==> src/hw/rtl/rsr_pkg.sv <==
// Shared constants, command codes and controller/datapath interface types.
`default_nettype none
package rsr_pkg;

  localparam int TEXT_DEPTH    = 64;
  localparam int PATTERN_DEPTH = 16;
  localparam int WORD_WIDTH    = 32;

  localparam int TA_W  = (TEXT_DEPTH > 1) ? $clog2(TEXT_DEPTH) : 1;
  localparam int PA_W  = (PATTERN_DEPTH > 1) ? $clog2(PATTERN_DEPTH) : 1;
  localparam int TC_W  = $clog2(TEXT_DEPTH + 1);
  localparam int PC_W  = $clog2(PATTERN_DEPTH + 1);
  localparam int SUM_W = ((TC_W > PC_W) ? TC_W : PC_W) + 1;

  typedef enum logic [1:0] {
    CMD_LOAD_TEXT    = 2'd0,
    CMD_LOAD_PATTERN = 2'd1,
    CMD_RUN          = 2'd2
  } command_t;

  typedef struct packed {
    logic load_text;
    logic load_pat;
    logic init_run;
    logic adv_j;
    logic adv_i;
    logic set_pos;
    logic rd_move;
    logic wr_move;
    logic shrink;
    logic init_emit;
    logic rd_out;
    logic emit;
    logic emit_empty;
    logic clear;
  } dp_cmd_t;

  typedef struct packed {
    logic search_ok;
    logic eq;
    logic j_last;
    logic move_more;
    logic len_zero;
    logic k_last;
  } dp_stat_t;

endpackage
`default_nettype wire

==> src/hw/rtl/rsr_ctrl.sv <==
// Controller: sequences load, search, compaction and output of the removal run.
`default_nettype none
module rsr_ctrl (
  input  wire logic             clk,
  input  wire logic             rst,
  input  wire logic             start,
  input  wire logic [1:0]       command,
  input  wire rsr_pkg::dp_stat_t stat,
  output rsr_pkg::dp_cmd_t      cmd,
  output logic                  busy
);
  import rsr_pkg::*;

  typedef enum logic [3:0] {
    ST_IDLE,
    ST_S_CHK,
    ST_S_RD,
    ST_S_CMP,
    ST_M_CHK,
    ST_M_RD,
    ST_M_WR,
    ST_O_CHK,
    ST_O_RD,
    ST_O_WR
  } state_t;

  state_t state, state_next;

  always_comb begin
    cmd        = '0;
    state_next = state;
    case (state)
      ST_IDLE: begin
        if (start) begin
          if (command == CMD_LOAD_TEXT) begin
            cmd.load_text = 1'b1;
          end else if (command == CMD_LOAD_PATTERN) begin
            cmd.load_pat = 1'b1;
          end else if (command == CMD_RUN) begin
            cmd.init_run = 1'b1;
            state_next   = ST_S_CHK;
          end
        end
      end
      ST_S_CHK: begin
        if (stat.search_ok) begin
          state_next = ST_S_RD;
        end else begin
          cmd.init_emit = 1'b1;
          state_next    = ST_O_CHK;
        end
      end
      ST_S_RD: begin
        state_next = ST_S_CMP;
      end
      ST_S_CMP: begin
        if (!stat.eq) begin
          cmd.adv_i  = 1'b1;
          state_next = ST_S_CHK;
        end else if (stat.j_last) begin
          cmd.set_pos = 1'b1;
          state_next  = ST_M_CHK;
        end else begin
          cmd.adv_j  = 1'b1;
          state_next = ST_S_RD;
        end
      end
      ST_M_CHK: begin
        if (stat.move_more) begin
          state_next = ST_M_RD;
        end else begin
          cmd.shrink = 1'b1;
          state_next = ST_S_CHK;
        end
      end
      ST_M_RD: begin
        cmd.rd_move = 1'b1;
        state_next  = ST_M_WR;
      end
      ST_M_WR: begin
        cmd.wr_move = 1'b1;
        state_next  = ST_M_CHK;
      end
      ST_O_CHK: begin
        if (stat.len_zero) begin
          cmd.emit_empty = 1'b1;
          cmd.clear      = 1'b1;
          state_next     = ST_IDLE;
        end else begin
          state_next = ST_O_RD;
        end
      end
      ST_O_RD: begin
        cmd.rd_out = 1'b1;
        state_next = ST_O_WR;
      end
      ST_O_WR: begin
        cmd.emit = 1'b1;
        if (stat.k_last) begin
          cmd.clear  = 1'b1;
          state_next = ST_IDLE;
        end else begin
          state_next = ST_O_RD;
        end
      end
      default: begin
        state_next = ST_IDLE;
      end
    endcase
  end

  always_ff @(posedge clk) begin
    if (rst) begin
      state <= ST_IDLE;
      busy  <= 1'b0;
    end else begin
      state <= state_next;
      busy  <= (state_next != ST_IDLE);
    end
  end

endmodule
`default_nettype wire

==> src/hw/rtl/rsr_dp.sv <==
// Datapath: text and pattern memories, counters, match compare and output word.
`default_nettype none
module rsr_dp (
  input  wire logic                                   clk,
  input  wire logic                                   rst,
  input  wire rsr_pkg::dp_cmd_t                       cmd,
  input  wire logic signed [rsr_pkg::WORD_WIDTH-1:0]  value,
  output rsr_pkg::dp_stat_t                           stat,
  output logic                                        result_valid,
  output logic signed [rsr_pkg::WORD_WIDTH-1:0]       word,
  output logic                                        last,
  output logic                                        empty_res,
  output logic                                        overflow
);
  import rsr_pkg::*;

  logic [WORD_WIDTH-1:0] text_mem [TEXT_DEPTH];
  logic [WORD_WIDTH-1:0] pat_mem  [PATTERN_DEPTH];
  logic [WORD_WIDTH-1:0] text_rd;
  logic [WORD_WIDTH-1:0] pat_rd;

  logic [TC_W-1:0] text_count;
  logic [PC_W-1:0] pattern_count;
  logic            dropped;
  logic [TC_W-1:0] len;
  logic [TC_W-1:0] i;
  logic [PC_W-1:0] j;
  logic [TC_W-1:0] k;

  logic [SUM_W-1:0] plen_s;
  logic [SUM_W-1:0] len_s;
  logic [SUM_W-1:0] rd_sum;
  logic [TA_W-1:0]  rd_addr;
  logic [TA_W-1:0]  wr_addr;
  logic             text_full;
  logic             pat_full;

  assign plen_s    = SUM_W'(pattern_count);
  assign len_s     = SUM_W'(len);
  assign text_full = (text_count == TC_W'(TEXT_DEPTH));
  assign pat_full  = (pattern_count == PC_W'(PATTERN_DEPTH));

  always_comb begin
    if (cmd.rd_move) begin
      rd_sum = SUM_W'(k) + plen_s;
    end else if (cmd.rd_out) begin
      rd_sum = SUM_W'(k);
    end else begin
      rd_sum = SUM_W'(i) + SUM_W'(j);
    end
    rd_addr = rd_sum[TA_W-1:0];
    wr_addr = cmd.wr_move ? k[TA_W-1:0] : text_count[TA_W-1:0];
  end

  assign stat.search_ok = (pattern_count != '0) && ((SUM_W'(i) + plen_s) <= len_s);
  assign stat.eq        = (text_rd == pat_rd);
  assign stat.j_last    = ((SUM_W'(j) + SUM_W'(1)) == plen_s);
  assign stat.move_more = ((SUM_W'(k) + plen_s) < len_s);
  assign stat.len_zero  = (len == '0);
  assign stat.k_last    = ((SUM_W'(k) + SUM_W'(1)) == len_s);

  // memories
  always_ff @(posedge clk) begin
    if ((cmd.load_text && !text_full) || cmd.wr_move) begin
      text_mem[wr_addr] <= cmd.wr_move ? text_rd : value;
    end
    if (cmd.load_pat && !pat_full) begin
      pat_mem[pattern_count[PA_W-1:0]] <= value;
    end
    text_rd <= text_mem[rd_addr];
    pat_rd  <= pat_mem[j[PA_W-1:0]];
  end

  // counters and flags
  always_ff @(posedge clk) begin
    if (rst) begin
      text_count    <= '0;
      pattern_count <= '0;
      dropped       <= 1'b0;
      result_valid  <= 1'b0;
    end else begin
      result_valid <= cmd.emit || cmd.emit_empty;
      if (cmd.clear) begin
        text_count    <= '0;
        pattern_count <= '0;
        dropped       <= 1'b0;
      end else if (cmd.load_text) begin
        if (text_full) begin
          dropped <= 1'b1;
        end else begin
          text_count <= text_count + TC_W'(1);
        end
      end else if (cmd.load_pat) begin
        if (pat_full) begin
          dropped <= 1'b1;
        end else begin
          pattern_count <= pattern_count + PC_W'(1);
        end
      end
    end
  end

  // run indices and result word
  always_ff @(posedge clk) begin
    if (cmd.init_run) begin
      len <= text_count;
    end else if (cmd.shrink) begin
      len <= TC_W'(len_s - plen_s);
    end
    if (cmd.init_run || cmd.shrink) begin
      i <= '0;
      j <= '0;
    end else if (cmd.adv_i) begin
      i <= i + TC_W'(1);
      j <= '0;
    end else if (cmd.adv_j) begin
      j <= j + PC_W'(1);
    end
    if (cmd.set_pos) begin
      k <= i;
    end else if (cmd.init_emit) begin
      k <= '0;
    end else if (cmd.wr_move || cmd.emit) begin
      k <= k + TC_W'(1);
    end
    if (cmd.emit) begin
      word      <= text_rd;
      last      <= stat.k_last;
      empty_res <= 1'b0;
      overflow  <= dropped;
    end else if (cmd.emit_empty) begin
      word      <= '0;
      last      <= 1'b1;
      empty_res <= 1'b1;
      overflow  <= dropped;
    end
  end

endmodule
`default_nettype wire

==> src/hw/rtl/repeated_subsequence_removal.sv <==
// Top level: repeated pattern removal, controller plus datapath.
//
//   channel  | handshake                | payload
//   ---------+--------------------------+------------------------------------
//   input    | start, busy (take: start & !busy) | command, value
//   result   | result_valid (one cycle) | word, last, empty_res, overflow
//
// A load word leaves busy low, so loads go back to back.
// A run checks each start position (and once more when no match is left), compares
// the pattern word by word, moves the words after each match down, closes each match,
// enters output and emits each word; every read goes through the registered read of
// the one text memory port. Busy is high from the run until its last word goes out.
// Synchronous reset clears the counts, the overflow flag and the controller.
// The receiver cannot stall: each result word is shown for one cycle.
`default_nettype none
module repeated_subsequence_removal (
  input  wire logic                                  clk,
  input  wire logic                                  rst,
  input  wire logic                                  start,
  output logic                                       busy,
  input  wire logic [1:0]                            command,
  input  wire logic signed [rsr_pkg::WORD_WIDTH-1:0] value,
  output logic                                       result_valid,
  output logic signed [rsr_pkg::WORD_WIDTH-1:0]      word,
  output logic                                       last,
  output logic                                       empty_res,
  output logic                                       overflow
);
  import rsr_pkg::*;

  dp_cmd_t  cmd;
  dp_stat_t stat;

  rsr_ctrl u_ctrl (
    .clk     (clk),
    .rst     (rst),
    .start   (start),
    .command (command),
    .stat    (stat),
    .cmd     (cmd),
    .busy    (busy)
  );

  rsr_dp u_dp (
    .clk          (clk),
    .rst          (rst),
    .cmd          (cmd),
    .value        (value),
    .stat         (stat),
    .result_valid (result_valid),
    .word         (word),
    .last         (last),
    .empty_res    (empty_res),
    .overflow     (overflow)
  );

endmodule
`default_nettype wire

==> config.mk <==
export PLATFORM = sky130hd
export DESIGN_NAME = repeated_subsequence_removal
export DESIGN_NICKNAME = d
export VERILOG_FILES = /design/src/hw/rtl/rsr_pkg.sv /design/src/hw/rtl/rsr_ctrl.sv /design/src/hw/rtl/rsr_dp.sv /design/src/hw/rtl/repeated_subsequence_removal.sv
export SDC_FILE = /design/constraint.sdc
export NUM_CORES = 2
export LEC_CHECK = 0
export ABC_AREA = 1
export BUFFER_PORTS_ARGS = -buffer_cell sky130_fd_sc_hd__buf_2
export CAP_MARGIN = 20
export CELL_PAD_IN_SITES_DETAIL_PLACEMENT = 2
export CELL_PAD_IN_SITES_GLOBAL_PLACEMENT = 2
export CORE_UTILIZATION = 35
export DETAILED_ROUTE_END_ITERATION = 7
export PLACE_DENSITY_LB_ADDON = 0.1
export SYNTH_ARGS = -nofsm -noshare
export SYNTH_HDL_FRONTEND = slang
export SYNTH_HIERARCHICAL = 1
export SYNTH_SLANG_ARGS = --single-unit
export TNS_END_PERCENT = 10
==> constraint.sdc <==
create_clock -name clk -period 7 [get_ports clk]
set_input_delay 1.4 -clock clk [delete_from_list [all_inputs] [get_ports clk]]
set_output_delay 1.4 -clock clk [all_outputs]
set_load 0.1 [all_outputs]
-- Word-level counts from Yosys, hierarchy flattened
Memory sizes are Yosys's and may differ from the RTL's. A register that Yosys moved wholly into a read port is not among the register bits.
Index checks and enable logic that the tools add are counted.
- $add $sub $neg: 11
- $lt $le $gt $ge: 2
- equal/unequal tests: 17
- mux-type cells: 59
- bitwise logic cells: 3
- reduce and logical (&&, ||, !) cells: 24
- operator list (operator ; number):
    $mux W32 ; 3
    $pmux W4 S10 ; 1
    $mux W7 ; 5
    $eq A32 B32 Y1 ; 1
    $mux W1 ; 31
    $mux W4 ; 6
    $add A7 B1 Y7 const B ; 3
    $mux W3 ; 7
    $mux W6 ; 3
    $add A7 B5 Y8 ; 2
    $eq A4 B3 Y1 const B ; 4
    $add A5 B1 Y5 const B ; 2
    $add A7 B1 Y8 const B ; 1
    $eq A4 B2 Y1 const B ; 2
    $eq A4 B4 Y1 const B ; 2
    $eq A8 B5 Y1 ; 1
    $eq A8 B7 Y1 ; 1
    $le A8 B7 Y1 ; 1
    $lt A8 B7 Y1 ; 1
    $reduce_bool A2 Y1 ; 4
    $eq A7 B7 Y1 const B ; 1
    $logic_not A7 Y1 ; 1
    $sub A7 B5 Y7 ; 1
    $add A5 B1 Y6 const B ; 1
    20 further kinds ; 31
- flip-flop bits (word level): 80
- memory bits (writable): 2560
- input bits: 37
- output and inout port bits: 37
- memories: 2
- memory list (memory ; depth ; width ; read ports ; clocked after Yosys merged registers in ; wr ports ; line ; RTL):
    u_dp.text_mem ; 64 ; 32 ; 1 ; 1 ; 1 ; rsr_dp.sv:17 ; logic [WORD_WIDTH-1:0] text_mem [TEXT_DEPTH];
    u_dp.pat_mem ; 16 ; 32 ; 1 ; 1 ; 1 ; rsr_dp.sv:18 ; logic [WORD_WIDTH-1:0] pat_mem [PATTERN_DEPTH];

-- Depth between registers and ports, before layout
- word-level depth: 10
- gate-level depth with buffers: 20
- depth with buffers taken out: 20

-- By module
The synthesis kept the hierarchy.
- modules (own cells, without submodules) (module ; times used ; cells each ; area each (um^2)):
    rsr_dp ; 1 ; 10443 ; 116585.6
    rsr_ctrl ; 1 ; 81 ; 434.2

-- Worst setup path before layout
Ideal clock, no wire load.
- path kind: input-to-reg
- start: input start
- end: memory u_dp.text_mem[40][0], enable pin
- data arrival time: 4.265 ns
- required time: 6.579 ns
- slack: 2.314 ns
- stages on the path: 7
- path buffers: 1
- cell sequence: inv_1 > nor4_1 > o21ai_1 > nand2_1 > clkbuf_1 > nand4_1 > nor2_1
- RTL lines (element ; line ; RTL):
    start, declared ; repeated_subsequence_removal.sv:19 ; input wire logic start,
    end, declared ; rsr_dp.sv:17 ;

==> impl_results.md <==
- Status: finished, final reports clean
- Total global routing overflow: 0
- Fraction of layout cells with a size suffix above 1: 8.12%
- Initial core utilization: 35.3%
- RD Place Congestion: 0.799
- Routed WL: 432000 um
- Post-synth EDFFs: 2608
- Post-Syn Area: 117000 sq um
- Drt pass-1 iters: 5
- Lkg Pwr: 51.7 nW
- Pins Over Slew Limit: 0
- Slew margin rel.: 20.4%
- Area share of the largest cell type after synthesis: 66.9%
- Top-count cell post-synth: edfxtp_1
- CTS Root Cell: clkbuf_16
- Hpwl dp: 259000 um
- Max-cap violations: 0
- Global Route Usage Sum: 25.2%
- DIE AREA: 337000 sq um
- TritonCTS clock tree: done
- CP peak stage delay: 0.81 ns
- Synth area leader: edfxtp_1
- FFs w/ async S/R, synth: 0%
- Main area contributors after synthesis: edfxtp_1, nand3_1, nand2_1, inv_1, nand3b_1
- Setup TNS: 0 ns
- Endpoints failing setup: 0
- Die height: 580 um
- Hold_buf cts: 0
- Fin crit share: 75.1%
- Min cycle time layout: 5.26 ns
- Power Total: 48.5 mW
- WL per Instance: 28.5 um
- Post-CTS Repair Setup Buffers: 0
- Syn Inst Count: 10.5k
- Worst Setup End Kind: flip-flop
- Via count: 81.0k
- WHS Path Cells: 0
- Worst EP required: 7.85 ns
- Synth top cells by count: edfxtp_1, nand3_1, nand2_1, inv_1, nand3b_1
- Worst path cell trace: inv_2, nor2_2, nand2_1, inv_1, inv_1, nand2_1, nand3_4, nand2_8, buf_12, nand2_1, o21ai_0, nand2_1, nand3_1, nand3_1, nand3_1, nand3_1, nand2_1
- Worst reg-to-reg setup slack: 1.74 ns
- Sequential fraction of the synthesis area: 68.6%
- Vias in the first global route: 87.9k
- Area grow syn2layout: 13.8%
- CTS Buf Count: 315
- Initial DRC count: 5439
- Die X: 580 um
- Clock Sink Count: 2704
- Min-Delay Endpoint: u_dp/overflow
- HP Class: reg2reg
- Synth Net Count: 10.6k
- Drt via density: 5.35
- PostCTS Resize Cnt: 0
- Critical path class: reg2reg
- Yosys reg bits: 2704
- Drt drc: 0
- PortBufs: 73
- Setup Skew: 0.0649 ns
- I/O pin cnt: 74
- Layout Nets: 10.6k
- Yosys warning total: 6
- H-tree levels: 5
- Worst-path maximum fanout: 141
- Worst Path Arrival: 6.11 ns
- RSZ-0062 raised after global routing: false
- Reg2Reg Depth: 17
- Core area: 332000 sq um
- Initial antenna violation count: 23
- PD cells: 364 nW/um^2
- VDD IR max: 0.288 mV
- CTS max path bufs: 4
- Worst-margin pin slew: 1.19 ns
- Worst-Skew Late Latency: 0.96 ns
- Fmax: 190 MHz
- CP startpoint kind: flip-flop
- Worst r2r src: u_ctrl/state[3]
- Synth Flop Type: edfxtp_1
- Pin count of the biggest net entering global routing: 147
- CP most frequent cell: nand2_1
- R2r endpoint: u_dp/text_rd[5]
- ANT nets after route: 0
- Distinct cells, synth: 48
- Slowest-stage cell, CP: nand2_8
- FP Rows: 211
- Clock-pin transition on the worst setup and hold timing paths: 0.06 ns
- Final Hold Viols: 0
- Global-route wire length before repair: 623000 um
- Min-Delay Startpoint: u_dp/dropped
- Avg Cell Area, Syn: 11.1 sq um
-- cell usage in the layout, fill, tap and decap left out, types with 10 or more instances in the layout --
| cell | n |
|---|---|
| nor2_4 | 77 |
| o221ai_1 | 106 |
| o21ai_4 | 14 |
| diode_2 | 10 |
| a21oi_1 | 42 |
| nor2_1 | 230 |
| nand3_1 | 2283 |
| xnor2_1 | 25 |
| buf_12 | 54 |
| inv_1 | 1765 |
| xor2_1 | 20 |
| o21ai_0 | 197 |
| clkbuf_16 | 323 |
| nand2_2 | 12 |
| clkinv_1 | 76 |
| clkinv_2 | 38 |
| buf_2 | 73 |
| ha_1 | 42 |
| nand3b_1 | 354 |
| nor3_1 | 20 |
| nand2_4 | 14 |
| edfxtp_1 | 2608 |
| buf_4 | 177 |
| nand4_1 | 21 |
| o32ai_1 | 20 |
| clkbuf_1 | 73 |
| o211ai_1 | 25 |
| clkbuf_8 | 13 |
| nand2_1 | 1746 |
| mux2i_1 | 106 |
| dfxtp_1 | 92 |
| bufinv_16 | 19 |
-- cell families after synthesis --
family	count (synthesis)	synth area share, %
AO/OA/AOI/OAI	430	2.33
XOR/XNOR	45	0.337
flip-flops	2704	68.6
AND/OR/NAND/NOR	4792	19.1
multiplexers	106	0.907
buffers and inverters	2401	8.24
adder cells (fa/ha/maj)	46	0.518
-- worst max path at each step --
stage	from	end	slack, ns	depth (start not counted)
2_1_floorplan	start	u_dp/text_mem[40][0]	2.31	7
3_3_place_gp	start	u_dp/text_mem[58][12]	1.36	8
3_5_place_dp	start	u_dp/text_mem[12][20]	1.26	8
4_1_cts	u_ctrl/state[3]	u_dp/text_rd[18]	1.78	17
5_1_grt	u_ctrl/state[3]	u_dp/text_rd[24]	1.60	17
6_report	u_ctrl/state[3]	u_dp/text_rd[5]	1.74	17
-- where the power goes --
part	switching, mW	internal (mW)
Combinational	10.4	3.36
Clock	6.82	9.27
Sequential	0.493	18.2
-- routing by layer --
metal	share of wire [%]	vias to the layer above	wire length [um]	GRT usage (%)
met5	0.0030	-	13	0
met4	3.0	2	13000	7.59
li1	-	35800	-	-
met1	43	43000	186000	32.6
met2	50	1578	217000	44.5
met3	3.7	591	15800	2.48
-- state kept, by name, indices dropped and copies added (netlist names), 4 cells and up --
signal / flops
u_dp/text_count: 7
u_dp/j: 5
u_dp/pat_rd: 32
u_dp/pattern_count: 5
u_ctrl/state: 4
u_dp/len: 7
u_dp/word: 32
u_dp/i: 7
u_dp/text_mem: 2048
u_dp/pat_mem: 512
u_dp/k: 7
u_dp/text_rd: 32
-- critical path, delay by kind of cell (launching register included) --
kind / cells / cell delay [ns]
simple gates: 12 / 3.12
buf+inv: 4 / 1.05
flops: 1 / 0.41
compound gates: 1 / 0.12
-- through the flow --
step	hold WS, ns	utilization (%)	cell area, sq um	instances	setup WS (ns)
final	0.492	40.2	133000	15100	1.74
after global routing	0.512	40.1	133000	15100	1.60
after CTS	0.500	40.1	133000	15100	1.78
after detailed placement	0.485	37.2	123000	14600	1.26
after global placement	0.465	37.1	123000	14600	1.36
after floorplan	0.409	-	117000	10500	2.31
-- area by class of cell --
cell class / instances / area, sq um
flip-flops and latches: 2704 / 80200
well taps: 4366 / 5460
multi-input cells: 5419 / 28100
clock buffers: 409 / 8540
diodes: 10 / 25.0
inverters: 1778 / 6690
fillers: 34200 / 198000
repair buffers: 307 / 2840
clock inverters: 147 / 1250
Power figures use the tool's default switching activity.
